`config.mk`:
```
export PLATFORM = sky130hd
export DESIGN_NAME = modbus_serial_rx_framer
export DESIGN_NICKNAME = d
export VERILOG_FILES = /design/src/sv/mrx_pkg.sv /design/src/sv/mrx_front.sv /design/src/sv/mrx_back.sv /design/src/sv/modbus_serial_rx_framer.sv
export VERILOG_INCLUDE_DIRS = /design/src /design/src/sv
export SDC_FILE = /design/constraint.sdc
export NUM_CORES = 2
export LEC_CHECK = 0
export BUFFER_PORTS_ARGS = -buffer_cell sky130_fd_sc_hd__clkbuf_2
export CELL_PAD_IN_SITES_DETAIL_PLACEMENT = 0
export CELL_PAD_IN_SITES_GLOBAL_PLACEMENT = 2
export CORE_MARGIN = 4
export CORE_UTILIZATION = 48
export DETAILED_ROUTE_END_ITERATION = 8
export GPL_ROUTABILITY_DRIVEN = 0
export PLACE_DENSITY = 0.85
export SYNTH_ARGS = -nofsm -noshare
export SYNTH_HDL_FRONTEND = slang
export SYNTH_HIERARCHICAL = 1
export SYNTH_SLANG_ARGS = --single-unit
```
`constraint.sdc`:
```
create_clock -name clk -period 43.8 [get_ports clk]
set_clock_uncertainty 0.2 [all_clocks]
set_input_delay 4.38 -clock clk [delete_from_list [all_inputs] [get_ports clk]]
set_output_delay 4.38 -clock clk [all_outputs]
set_load 0.01 [all_outputs]
```
`src/sv/modbus_serial_rx_framer_assert.svh`:
```
// Assertion macros shared by the Modbus receive framer modules.
// Depends on nothing; included by files that carry assertions.
`ifndef MODBUS_SERIAL_RX_FRAMER_ASSERT_SVH
`define MODBUS_SERIAL_RX_FRAMER_ASSERT_SVH

// Implication checked at every rising clock edge outside reset.
`define MRX_ASSERT_IMP(label, clk, rst_n, ante, cons) \
  label: assert property (@(posedge clk) disable iff (!rst_n) (ante) |-> (cons)) \
    else $error("assertion failed");

// Implication whose consequent is checked in the next cycle.
`define MRX_ASSERT_NEXT(label, clk, rst_n, ante, cons) \
  label: assert property (@(posedge clk) disable iff (!rst_n) (ante) |=> (cons)) \
    else $error("assertion failed");

`endif

```
`src/sv/mrx_pkg.sv`:
```
// Package for the Modbus receive framer: command, status and timer codes, widths, CRC step, hex decode.
// Depends on nothing.
package mrx_pkg;
  localparam int BufferBytes = 256;
  localparam int AddrW = $clog2(BufferBytes);
  localparam int PosW = AddrW + 1;

  localparam logic [2:0] CMD_BYTE = 3'd0;
  localparam logic [2:0] CMD_TIMER = 3'd1;
  localparam logic [2:0] CMD_TAKE = 3'd2;
  localparam logic [2:0] CMD_READ = 3'd3;
  localparam logic [2:0] CMD_ENABLE = 3'd4;
  localparam logic [2:0] CMD_DISABLE = 3'd5;
  localparam logic [2:0] CMD_CLAIM = 3'd6;
  localparam logic [2:0] CMD_RELEASE = 3'd7;

  localparam logic [1:0] ST_OK = 2'd0;
  localparam logic [1:0] ST_NODATA = 2'd1;
  localparam logic [1:0] ST_OVERFLOW = 2'd2;
  localparam logic [1:0] ST_BAD = 2'd3;

  localparam logic [1:0] TMR_LEAVE = 2'd0;
  localparam logic [1:0] TMR_RESTART = 2'd1;
  localparam logic [1:0] TMR_STOP = 2'd2;

  // One queued word from the front to the back.
  typedef struct packed {
    logic [2:0] command;
    logic [7:0] rx_byte;
    logic       rx_fault;
    logic [7:0] read_index;
  } mrx_word_t;

  // Byte-wide Modbus CRC-16 step (reflected polynomial 0xA001).
  function automatic logic [15:0] crc_step(input logic [15:0] crc, input logic [7:0] b);
    logic [15:0] c;
    c = crc ^ {8'h00, b};
    for (int k = 0; k < 8; k++) begin
      c = c[0] ? ((c >> 1) ^ 16'hA001) : (c >> 1);
    end
    return c;
  endfunction

  // Hex character (digits, upper-case A-F) to nibble value; 0xFF for any other character.
  function automatic logic [7:0] hex_value(input logic [7:0] c);
    logic [7:0] v;
    v = 8'hFF;
    if (c >= 8'h30 && c <= 8'h39) v = c - 8'h30;
    else if (c >= 8'h41 && c <= 8'h46) v = c - 8'h37;
    return v;
  endfunction
endpackage

```
`src/sv/mrx_front.sv`:
```
// Front part: accepts input words into a two-entry queue.
// Depends on mrx_pkg and modbus_serial_rx_framer_assert.svh.
module mrx_front (
  input  logic              clk,
  input  logic              rst_n,
  input  logic              in_valid,
  output logic              in_stall,
  input  mrx_pkg::mrx_word_t in_word,
  output logic              q_valid,
  output mrx_pkg::mrx_word_t q_word,
  input  logic              q_pop
);
  import mrx_pkg::*;
  `include "modbus_serial_rx_framer_assert.svh"

  mrx_word_t ent_r [2];
  logic      rd_r, wr_r;
  logic [1:0] cnt_r;
  logic push;

  assign in_stall = (cnt_r == 2'd2);
  assign push = in_valid && !in_stall;
  assign q_valid = (cnt_r != 2'd0);
  assign q_word = ent_r[rd_r];

  // Queue pointers and occupancy.
  always_ff @(posedge clk) begin
    if (!rst_n) begin
      rd_r <= 1'b0;
      wr_r <= 1'b0;
      cnt_r <= 2'd0;
    end else begin
      if (push) wr_r <= ~wr_r;
      if (q_pop) rd_r <= ~rd_r;
      cnt_r <= cnt_r + {1'b0, push} - {1'b0, q_pop};
    end
  end

  // Queue storage.
  always_ff @(posedge clk) begin
    if (push) ent_r[wr_r] <= in_word;
  end

  `MRX_ASSERT_IMP(a_no_pop_empty, clk, rst_n, q_pop, cnt_r != 2'd0)
  `MRX_ASSERT_IMP(a_cnt_range, clk, rst_n, 1'b1, cnt_r != 2'd3)
  `MRX_ASSERT_NEXT(a_full_stall, clk, rst_n, push && !q_pop && cnt_r == 2'd1, in_stall)
endmodule

```
`src/sv/mrx_back.sv`:
```
// Back part: receiver state machine, frame buffer, checks and output register.
// Depends on mrx_pkg and modbus_serial_rx_framer_assert.svh.
module mrx_back (
  input  logic               clk,
  input  logic               rst_n,
  input  logic               ascii_mode,
  input  logic               q_valid,
  input  mrx_pkg::mrx_word_t q_word,
  output logic               q_pop,
  output logic               out_valid,
  input  logic               out_stall,
  output logic [1:0]         out_status,
  output logic [1:0]         out_timer_action,
  output logic [7:0]         out_slave_address,
  output logic [7:0]         out_pdu_length,
  output logic [7:0]         out_data_byte,
  output logic               out_granted
);
  import mrx_pkg::*;
  `include "modbus_serial_rx_framer_assert.svh"

  typedef enum logic [2:0] {
    RX_INIT, RX_IDLE, RX_RCV, RX_WAIT_EOF, RX_ERROR, RX_COMPLETE, RX_OFF
  } rx_state_t;

  rx_state_t      state_r, state_nxt;
  logic [PosW-1:0] pos_r, pos_nxt;
  logic           low_r, low_nxt;
  logic [15:0]    crc_r, crc_nxt;
  logic [7:0]     lrc_r, lrc_nxt;
  logic [7:0]     addr0_r, addr0_nxt;
  logic [7:0]     cur_r;
  logic [7:0]     mem [BufferBytes];
  logic           we;
  logic [AddrW-1:0] wa;
  logic [7:0]     wd;

  logic           vld_r;
  logic [1:0]     status_r, status_nxt, timer_r, timer_nxt;
  logic [7:0]     addr_r, addr_nxt, plen_r, plen_nxt;
  logic           grant_r, grant_nxt, rd_ok_r, rd_ok_nxt;
  logic [7:0]     data_r;

  logic [PosW-1:0] ridx;
  logic [PosW-1:0] n;
  logic [7:0]     b, v, hv;
  logic           ok;
  rx_state_t      s;

  // Pop when the output register is free or being drained.
  assign q_pop = q_valid && (!vld_r || !out_stall);
  assign ridx = {1'b0, q_word.read_index} + PosW'(1);
  assign b = q_word.rx_byte;
  assign hv = hex_value(b);

  // Next-state logic for one word.
  always_comb begin
    state_nxt = state_r;
    pos_nxt = pos_r;
    low_nxt = low_r;
    crc_nxt = crc_r;
    lrc_nxt = lrc_r;
    addr0_nxt = addr0_r;
    we = 1'b0;
    wa = pos_r[AddrW-1:0];
    wd = b;
    status_nxt = ST_OK;
    timer_nxt = TMR_LEAVE;
    addr_nxt = 8'd0;
    plen_nxt = 8'd0;
    grant_nxt = 1'b0;
    rd_ok_nxt = 1'b0;
    v = cur_r | hv;
    ok = 1'b0;
    n = '0;
    s = state_r;
    case (q_word.command)
      CMD_BYTE: begin
        if (q_word.rx_fault && s != RX_COMPLETE && s != RX_OFF) s = RX_ERROR;
        if (ascii_mode && (s == RX_INIT || s == RX_ERROR)) s = RX_IDLE;
        state_nxt = s;
        case (s)
          RX_INIT, RX_ERROR: timer_nxt = TMR_RESTART;
          RX_IDLE: begin
            if (!ascii_mode) begin
              we = 1'b1;
              wa = '0;
              addr0_nxt = b;
              crc_nxt = crc_step(16'hFFFF, b);
              lrc_nxt = b;
              pos_nxt = PosW'(1);
              low_nxt = 1'b0;
              state_nxt = RX_RCV;
              timer_nxt = TMR_RESTART;
            end else if (b == 8'h3A) begin
              pos_nxt = '0;
              low_nxt = 1'b0;
              crc_nxt = 16'hFFFF;
              lrc_nxt = 8'd0;
              state_nxt = RX_RCV;
              timer_nxt = TMR_RESTART;
            end
          end
          RX_RCV: begin
            timer_nxt = TMR_RESTART;
            if (pos_r[PosW-1]) begin
              state_nxt = RX_ERROR;
            end else if (!ascii_mode) begin
              we = 1'b1;
              if (pos_r == '0) addr0_nxt = b;
              crc_nxt = crc_step(crc_r, b);
              lrc_nxt = lrc_r + b;
              pos_nxt = pos_r + PosW'(1);
            end else if (b == 8'h3A) begin
              pos_nxt = '0;
              low_nxt = 1'b0;
              crc_nxt = 16'hFFFF;
              lrc_nxt = 8'd0;
            end else if (b == 8'h0D) begin
              state_nxt = RX_WAIT_EOF;
            end else if (low_r) begin
              we = 1'b1;
              wd = v;
              if (pos_r == '0) addr0_nxt = v;
              crc_nxt = crc_step(crc_r, v);
              lrc_nxt = lrc_r + v;
              pos_nxt = pos_r + PosW'(1);
              low_nxt = 1'b0;
            end else begin
              // The high nibble lands in the buffer right away.
              we = 1'b1;
              wd = {hv[3:0], 4'h0};
              low_nxt = 1'b1;
            end
          end
          RX_WAIT_EOF: begin
            if (b == 8'h0A) begin
              timer_nxt = TMR_STOP;
              state_nxt = RX_COMPLETE;
            end else if (b == 8'h3A) begin
              pos_nxt = '0;
              low_nxt = 1'b0;
              crc_nxt = 16'hFFFF;
              lrc_nxt = 8'd0;
              state_nxt = RX_RCV;
            end else begin
              state_nxt = RX_IDLE;
            end
          end
          default: state_nxt = RX_ERROR;
        endcase
      end
      CMD_TIMER: begin
        timer_nxt = TMR_STOP;
        if (!ascii_mode && state_r == RX_RCV) state_nxt = RX_COMPLETE;
        else if (state_r != RX_COMPLETE && state_r != RX_OFF) state_nxt = RX_IDLE;
      end
      CMD_TAKE: begin
        if (state_r != RX_COMPLETE) begin
          status_nxt = ST_NODATA;
        end else begin
          state_nxt = RX_IDLE;
          if (pos_r[PosW-1]) begin
            status_nxt = ST_OVERFLOW;
          end else begin
            ok = ascii_mode ? (pos_r >= PosW'(3) && lrc_r == 8'd0)
                            : (pos_r >= PosW'(4) && crc_r == 16'd0);
            n = pos_r - (ascii_mode ? PosW'(2) : PosW'(3));
            if (ok) begin
              addr_nxt = addr0_r;
              plen_nxt = (n > PosW'(255)) ? 8'hFF : n[7:0];
            end else begin
              status_nxt = ST_BAD;
            end
          end
        end
      end
      CMD_READ: rd_ok_nxt = (ridx < PosW'(BufferBytes));
      CMD_ENABLE: begin
        state_nxt = RX_INIT;
        timer_nxt = TMR_RESTART;
      end
      CMD_DISABLE: timer_nxt = TMR_STOP;
      CMD_CLAIM: begin
        if (state_r == RX_IDLE || state_r == RX_COMPLETE || state_r == RX_OFF) begin
          state_nxt = RX_OFF;
          grant_nxt = 1'b1;
        end
      end
      default: begin
        if (state_r == RX_COMPLETE || state_r == RX_OFF) state_nxt = RX_IDLE;
      end
    endcase
  end

  // State and result register.
  always_ff @(posedge clk) begin
    if (!rst_n) begin
      state_r <= RX_IDLE;
      pos_r <= '0;
      low_r <= 1'b0;
      crc_r <= 16'hFFFF;
      lrc_r <= 8'd0;
      vld_r <= 1'b0;
    end else begin
      if (q_pop) begin
        state_r <= state_nxt;
        pos_r <= pos_nxt;
        low_r <= low_nxt;
        crc_r <= crc_nxt;
        lrc_r <= lrc_nxt;
        vld_r <= 1'b1;
      end else if (!out_stall) begin
        vld_r <= 1'b0;
      end
    end
  end

  // Payload registers without reset.
  always_ff @(posedge clk) begin
    if (q_pop) begin
      addr0_r <= addr0_nxt;
      status_r <= status_nxt;
      timer_r <= timer_nxt;
      addr_r <= addr_nxt;
      plen_r <= plen_nxt;
      grant_r <= grant_nxt;
      rd_ok_r <= rd_ok_nxt;
    end
  end

  // Frame buffer: one write and two registered reads per popped word. The second read
  // keeps cur_r equal to the buffer byte at the write position.
  always_ff @(posedge clk) begin
    if (q_pop && we) mem[wa] <= wd;
    if (q_pop) begin
      data_r <= mem[ridx[AddrW-1:0]];
      cur_r <= (we && wa == pos_nxt[AddrW-1:0]) ? wd : mem[pos_nxt[AddrW-1:0]];
    end
  end

  assign out_valid = vld_r;
  assign out_status = status_r;
  assign out_timer_action = timer_r;
  assign out_slave_address = addr_r;
  assign out_pdu_length = plen_r;
  assign out_data_byte = rd_ok_r ? data_r : 8'd0;
  assign out_granted = grant_r;

  `MRX_ASSERT_IMP(a_pop_free, clk, rst_n, q_pop, !vld_r || !out_stall)
  `MRX_ASSERT_NEXT(a_hold, clk, rst_n, vld_r && out_stall, vld_r && $stable(status_r))
  `MRX_ASSERT_IMP(a_pos_max, clk, rst_n, 1'b1, pos_r <= PosW'(BufferBytes))
endmodule

```
`src/sv/modbus_serial_rx_framer.sv`:
```
// Modbus serial receive framer (RTU with CRC-16, ASCII with LRC). Each input word is a
// command; each produces exactly one result word. Words enter a two-word queue and the
// back end retires one word per clock while out_stall is low, so the sustained rate is
// one word per cycle; an input word passes through the queue entry and the registered
// result word. Write ascii_mode only while the block is idle.
module modbus_serial_rx_framer (
  input  logic       clk,
  input  logic       rst_n,
  input  logic       cfg_valid,
  output logic       cfg_ready,
  input  logic       cfg_ascii_mode,
  input  logic       in_valid,
  output logic       in_stall,
  input  logic [2:0] in_command,
  input  logic [7:0] in_rx_byte,
  input  logic       in_rx_fault,
  input  logic [7:0] in_read_index,
  output logic       out_valid,
  input  logic       out_stall,
  output logic [1:0] out_status,
  output logic [1:0] out_timer_action,
  output logic [7:0] out_slave_address,
  output logic [7:0] out_pdu_length,
  output logic [7:0] out_data_byte,
  output logic       out_granted
);
  import mrx_pkg::*;

  logic      mode_r;
  mrx_word_t in_word, q_word;
  logic      q_valid, q_pop;

  assign cfg_ready = 1'b1;

  // Mode register.
  always_ff @(posedge clk) begin
    if (!rst_n) mode_r <= 1'b0;
    else if (cfg_valid) mode_r <= cfg_ascii_mode;
  end

  assign in_word = '{command: in_command, rx_byte: in_rx_byte,
                     rx_fault: in_rx_fault, read_index: in_read_index};

  mrx_front u_front (
    .clk(clk), .rst_n(rst_n), .in_valid(in_valid), .in_stall(in_stall),
    .in_word(in_word), .q_valid(q_valid), .q_word(q_word), .q_pop(q_pop)
  );

  mrx_back u_back (
    .clk(clk), .rst_n(rst_n), .ascii_mode(mode_r), .q_valid(q_valid),
    .q_word(q_word), .q_pop(q_pop), .out_valid(out_valid), .out_stall(out_stall),
    .out_status(out_status), .out_timer_action(out_timer_action),
    .out_slave_address(out_slave_address), .out_pdu_length(out_pdu_length),
    .out_data_byte(out_data_byte), .out_granted(out_granted)
  );
endmodule
```
[After elaboration in Yosys (flattened, before gate mapping)]
Memory sizes are Yosys's and may differ from the RTL's. A register that Yosys moved wholly into a read port is not among the register bits.
Index checks and enable logic that the tools add are counted.
Cells by class
  equal/unequal tests: 37
  muxes and demuxes: 129
  $add $sub $neg: 9
  reductions and logical operators: 42
  $lt $le $gt $ge: 8
  bitwise gates (word level): 33
Operators with widths (number)
  16-bit two-way mux: 32
  8-bit two-way mux: 31
  9-bit two-way mux: 8
  2-bit NOT with 3-bit output: 24
  3-bit two-way mux: 16
  16-bit case mux with 3 select lines: 1
  16-bit by 8-bit bitwise XOR with 16-bit output: 2
  1-bit two-way mux: 27
  9-bit case mux with 3 select lines: 1
  8-bit case mux with 3 select lines: 1
  3-bit equality test (second input constant): 7
  3-bit case mux with 6 select lines: 1
  8-bit adder: 2
  8-bit by 4-bit equality test with 1-bit output (second input constant): 2
  16-bit logical NOT: 1
  8-bit NOT with 16-bit output: 1
  8-bit case mux with 2 select lines: 1
  8-bit by 6-bit subtractor with 8-bit output (second input constant): 2
  3-bit by 2-bit equality test with 1-bit output (second input constant): 5
  7-bit AND reduction: 2
  1-bit logical AND: 12
  3-bit inequality test (second input constant): 4
  2-bit case mux with 3 select lines: 2
  3-bit case mux with 4 select lines: 1
  other kinds (42): 72
Storage, ports and cells
  logic and storage cells: 279
  register bits: 73
  bits of input ports: 26
  memory bits (writable): 2088
  output and inout bits: 32
  memories kept: 2
Memories
  u_back.mem: words 256, width 8, rd ports 2, clocked after memory_dff 2, write ports 1, line mrx_back.sv:33  | logic [7:0] mem [BufferBytes];
  u_front.ent_r: words 2, width 20, rd ports 1, clocked after memory_dff 1, write ports 1, line mrx_front.sv:16  | mrx_word_t ent_r [2];

[Logic depth before layout (Yosys ltp)]
  word-level depth: 28
  depth in mapped cells: 23
  gate-level depth less buffers: 21

[Cells and area by module]
Netlist, hierarchy kept.
Modules (own cells, without submodules)
  mrx_back: cells an instance 7822, area an instance 104228.7 um^2, sequential area each 63641.0 um^2, instances 1
  mrx_front: cells an instance 87, area an instance 1675.4 um^2, sequential area each 1301.2 um^2, instances 1
  modbus_serial_rx_framer: cells an instance 5, area an instance 47.5 um^2, sequential area each 20.0 um^2, instances 1

[Worst setup path after synthesis]
No wires, ideal clock.
  kind: register to register
  start: register with a tool-made name
  end: memory u_back.mem[0][7] (data pin)
  setup slack: 28.633 ns
  required time: 41.403 ns
  setup time: 2.197 ns
  clock period less this slack: 15.167 ns
  data arrival time: 12.770 ns
  path buffers: 2
  stages on the path, launching flop included: 13
  cells stage by stage: dfxtp_1 buf_6 mux2_2 clkbuf_1 inv_1 ha_1 nor4bb_1 a32o_1 a21oi_1 a221oi_1 nor3_1 mux2_2 o21ai_0
RTL lines (line)
  to (decl): mrx_back.sv:33

==> impl_metrics.tcl <==
set metrics [dict create \
    grt_start_max_net_pins 194 \
    syn_nets 7982 \
    internal_power_contribution_mw 4.874 \
    finalCritPeriodShare_pct 22.72 \
    post_synth_and_or_nand_nor_area_fraction_pct 12.95 \
    max_clock_freq_mhz 100.5 \
    postCtsHoldBufs 0 \
    remaining_drc_errors 0 \
    overflow 0 \
    final_hold_viol_count 0 \
    power.leakage_nw 38.52 \
    synth_seq_area_share_pct 61.31 \
    met2_usage_pct 49.12 \
    clkSinkCount 2178 \
    dp_hpwl_mm 236.0 \
    layout_commonest_cell "sky130_fd_sc_hd__edfxtp_1" \
    postCtsResizedCells 0 \
    cell_type_group_with_the_largest_total_delay_on_the_critical_path "buffers and inverters" \
    die_y_um 477.8 \
    run_status "complete, no violations" \
    vdd.ir_drop.worst_uv 67.44 \
    critPathMaxFanout 161 \
    cts-buffers-inserted 230 \
    timing.final.setup_violations 0 \
    global_route.peak_usage_layer "met2" \
    synth_xor_area_share_pct 0.7121 \
    globalRouteMet3Util_pct 8.659 \
    core_area_um2 219700 \
    final_layout_size_suffix_gt1_share_pct 17.54 \
    io-pin-count 58 \
    critical_path_required_ns 44.35 \
    die_width_um 477.8 \
    initial_core_util_pct 48.22 \
    final_cell_mix "sky130_fd_sc_hd__edfxtp_1, sky130_fd_sc_hd__nand2_1, sky130_fd_sc_hd__mux4_2" \
    swShare_pct 41.15 \
    post_cts_buffers 0 \
    viasPerCell 6.797 \
    timing.setup.tns_ns 0 \
    fin_nets 7888 \
    rsz_0062_raised_after_global_routing "no" \
    synth_compound_area_share_pct 6.153 \
    share_clk_of_total_power_pct 23.7 \
    path_common_cell "sky130_fd_sc_hd__buf_4" \
    drt-initial-drc-count 11550 \
    postSynth.asyncResetShare_pct 0 \
    ctsHtreeMaxLevel 4 \
    synthDistinctLibCells 90 \
    cp-start-kind "register" \
    path_cells "buf_4, mux2_2, inv_1, ha_1, and4_1, o31ai_2, a41oi_1, a41o_4, buf_4, buf_4, buf_12, buf_4, nand2_1, nand3_1, a21oi_1, nor4_1, nand4_1, a2111oi_1, a221o_1" \
    hold_path.class "register to register" \
    worst-path-buf-inv 6 \
    fin_crit_ns 9.949 \
    firstDrtPassIters 7 \
    worst_slew_margin_rel_pct 5.026 \
    first_pass_grt_wire_length_mm 533.7 \
    nFillCells 17990 \
    combinational_family_with_the_most_area_after_synthesis "multiplexers" \
    synth_enable_flop_cells 2134 \
    clockRootBuffer "sky130_fd_sc_hd__clkbuf_16" \
    detail_route.wl_per_cell_um 34.41 \
    first_global_vias 70770 \
    most_used_dff_post_synth "sky130_fd_sc_hd__edfxtp_1" \
    power.combinational.fraction_pct 45.2 \
    max_cap_viols 0 \
    critPathMaxStageDelay_ns 0.87 \
    worst-slew-pin-transition_ns 1.419 \
    crit_path_end_kind "register" \
    final_core_util_pct 53.35 \
    synthesis.area_um2 106000 \
    port-buffer-count 56 \
    worst_setup_hold_path_clk_slew_ns 0.06 \
    rows 172 \
    number_of_antenna_violations_at_the_first_check_in_global_routing 22 \
    synth.ff_latch_count 2178 \
    post_synth_fa_ha_maj_area_fraction_pct 0.5102 \
    cts.path.max_buffers 3 \
    ant_nets 0 \
    yosys_warnings 6 \
    fin_hold_ws_ns 0.3154 \
    worst_skew_late_latency_ns 0.89 \
    total_switching_power_mw 3.409 \
    post_synth_mux_area_share_pct 15.71 \
    via_count 74760 \
    synth_cells 7914 \
    syn_avg_cell_area_um2 13.39 \
    max_slew_violation_total_from_the_final_report 0 \
    synthToLayoutAreaGrowth_pct 10.63 \
    gr-usage-all-layers_pct 32.51 \
    cellPowerDensity_nw_per_um2 70.66 \
    timing.critical_path.arrival_ns 10.50 \
    path_class "register to register" \
    critical-path-slowest-cell "sky130_fd_sc_hd__a2111oi_1" \
    die-area_um2 228300 \
    tritoncts "built" \
    grt.met1_usage_pct 42.95 \
    seqPwrFrac_pct 31.1 \
    detail_route.wirelength_mm 378.5 \
]
==> cell families (layout without fill, tap and decap cells) <==
family / after synthesis / after routing
simple gates: 3153 / 3153
flops: 2178 / 2178
compound gates: 986 / 986
mux: 810 / 810
buf+inv: 661 / 768
xor+xnor: 83 / 83
fa+ha+maj: 42 / 42
other cells: 1 / 21
==> area by class of cell <==
type                            instances  area (um2)  area share [%]
Antenna cell                           20       50.05         0.04270
Clock buffer                          267        5937           5.065
Clock inverter                        166        1578           1.346
Inverter                               44       165.2          0.1409
Multi-Input combinational cell       5075       38600           32.93
Sequential cell                      2178       64960           55.42
Tap cell                             2958        3701           3.157
Timing Repair Buffer                  291        2220           1.894
==> routing by layer <==
metal  routed length [um]  up-vias
met4                25070       10
met3                46470     1015
met2               170000     5288
met5                   63        -
met1               136800    37950
li1                     -    30500
==> power groups by stage <==
stage,logic [mW],clock network (mW),registers (mW)
final,3.74,1.96,2.58
after CTS,3.64,1.98,2.57
after global routing,3.84,2.07,2.58
after floorplan,2.22,0,2.70
after detailed placement,3.63,0,2.62
after global placement,3.61,0,2.62
==> flip-flops by register name, indices dropped and copies added, names as in the netlist, 2 cells and up, named ones only <==
register and count:
u_back/mem 2048, u_front/ent_r 40, u_back/data_r 8, u_back/crc_r 16
u_back/state_r 3, u_back/lrc_r 8, u_back/out_pdu_length 8, u_back/out_timer_action 2
u_back/out_slave_address 8, u_back/pos_r 9, u_back/addr0_r 8, u_front/cnt_r 2
u_back/out_status 2, u_back/cur_r 8
==> stage by stage <==
step           area (um2)  worst slack [ns]  power, mW  instances
2_1_floorplan      106000             28.63      4.917       7914
3_3_place_gp       109700             34.34      6.222      10550
3_5_place_dp       109700             34.09      6.244      10550
4_1_cts            117200             34.09      8.189      10980
5_1_grt            117200             33.65      8.485      10980
6_report           117200             33.85      8.283      11000
==> worst paths after layout <==
check / end / startpoint / cells past startpoint / slack (ns)
setup reg to reg: u_back/cur_r[6] / register / 19 / 33.85
setup / recovery: u_back/cur_r[6] / register / 19 / 33.85
hold reg to reg: u_front/wr_r / u_front/wr_r / 2 / 0.32
hold / removal: u_front/wr_r / u_front/wr_r / 2 / 0.32
==> synthesized netlist by cell type (9+ instances only) <==
master	number	area share [%]
sky130_fd_sc_hd__edfxtp_1	2134	60
sky130_fd_sc_hd__nand2_1	1782	6.3
sky130_fd_sc_hd__mux4_2	680	14
sky130_fd_sc_hd__nand3_1	575	2.7
sky130_fd_sc_hd__nor2_1	351	1.2
sky130_fd_sc_hd__clkbuf_1	308	1.1
sky130_fd_sc_hd__a21oi_1	254	1.2
sky130_fd_sc_hd__buf_2	199	0.94
sky130_fd_sc_hd__and3_1	178	1.1
sky130_fd_sc_hd__a31oi_1	161	0.95
sky130_fd_sc_hd__o21ai_0	130	0.61
sky130_fd_sc_hd__mux2i_1	106	1.0
sky130_fd_sc_hd__buf_1	96	0.34
sky130_fd_sc_hd__nand4_1	64	0.38
sky130_fd_sc_hd__xnor2_1	60	0.50
sky130_fd_sc_hd__nor4_1	54	0.32
sky130_fd_sc_hd__nor3_1	53	0.25
sky130_fd_sc_hd__o22ai_1	53	0.31
sky130_fd_sc_hd__dfxtp_1	44	0.83
sky130_fd_sc_hd__a311oi_1	43	0.36
sky130_fd_sc_hd__inv_1	42	0.15
sky130_fd_sc_hd__o211ai_1	42	0.30
sky130_fd_sc_hd__a22oi_1	41	0.29
sky130_fd_sc_hd__ha_1	40	0.47
sky130_fd_sc_hd__a221oi_1	35	0.29
sky130_fd_sc_hd__a32oi_1	33	0.27
sky130_fd_sc_hd__and2_1	25	0.15
sky130_fd_sc_hd__a211oi_1	24	0.17
sky130_fd_sc_hd__mux2_2	24	0.26
sky130_fd_sc_hd__a221o_1	21	0.20
sky130_fd_sc_hd__xor2_1	21	0.17
sky130_fd_sc_hd__or3_1	14	0.083
sky130_fd_sc_hd__a21o_1	13	0.092
sky130_fd_sc_hd__nor2b_1	12	0.071
sky130_fd_sc_hd__a22o_1	11	0.091
sky130_fd_sc_hd__o221ai_1	11	0.091
sky130_fd_sc_hd__a41oi_1	10	0.083
sky130_fd_sc_hd__o21ai_1	10	0.047
sky130_fd_sc_hd__buf_4	9	0.064
==> worst register-to-register path, delay by kind of cell, from the launching register on <==
kind	cells	cell delay, ns
AOI/OAI and AO/OA	6	2.46
muxes	1	0.50
DFF	1	0.59
and+or+nand+nor	5	2.49
buffers and inverters	6	3.24
adders and majority gates	1	0.36
Note: power is estimated with default switching activity, not from simulation.
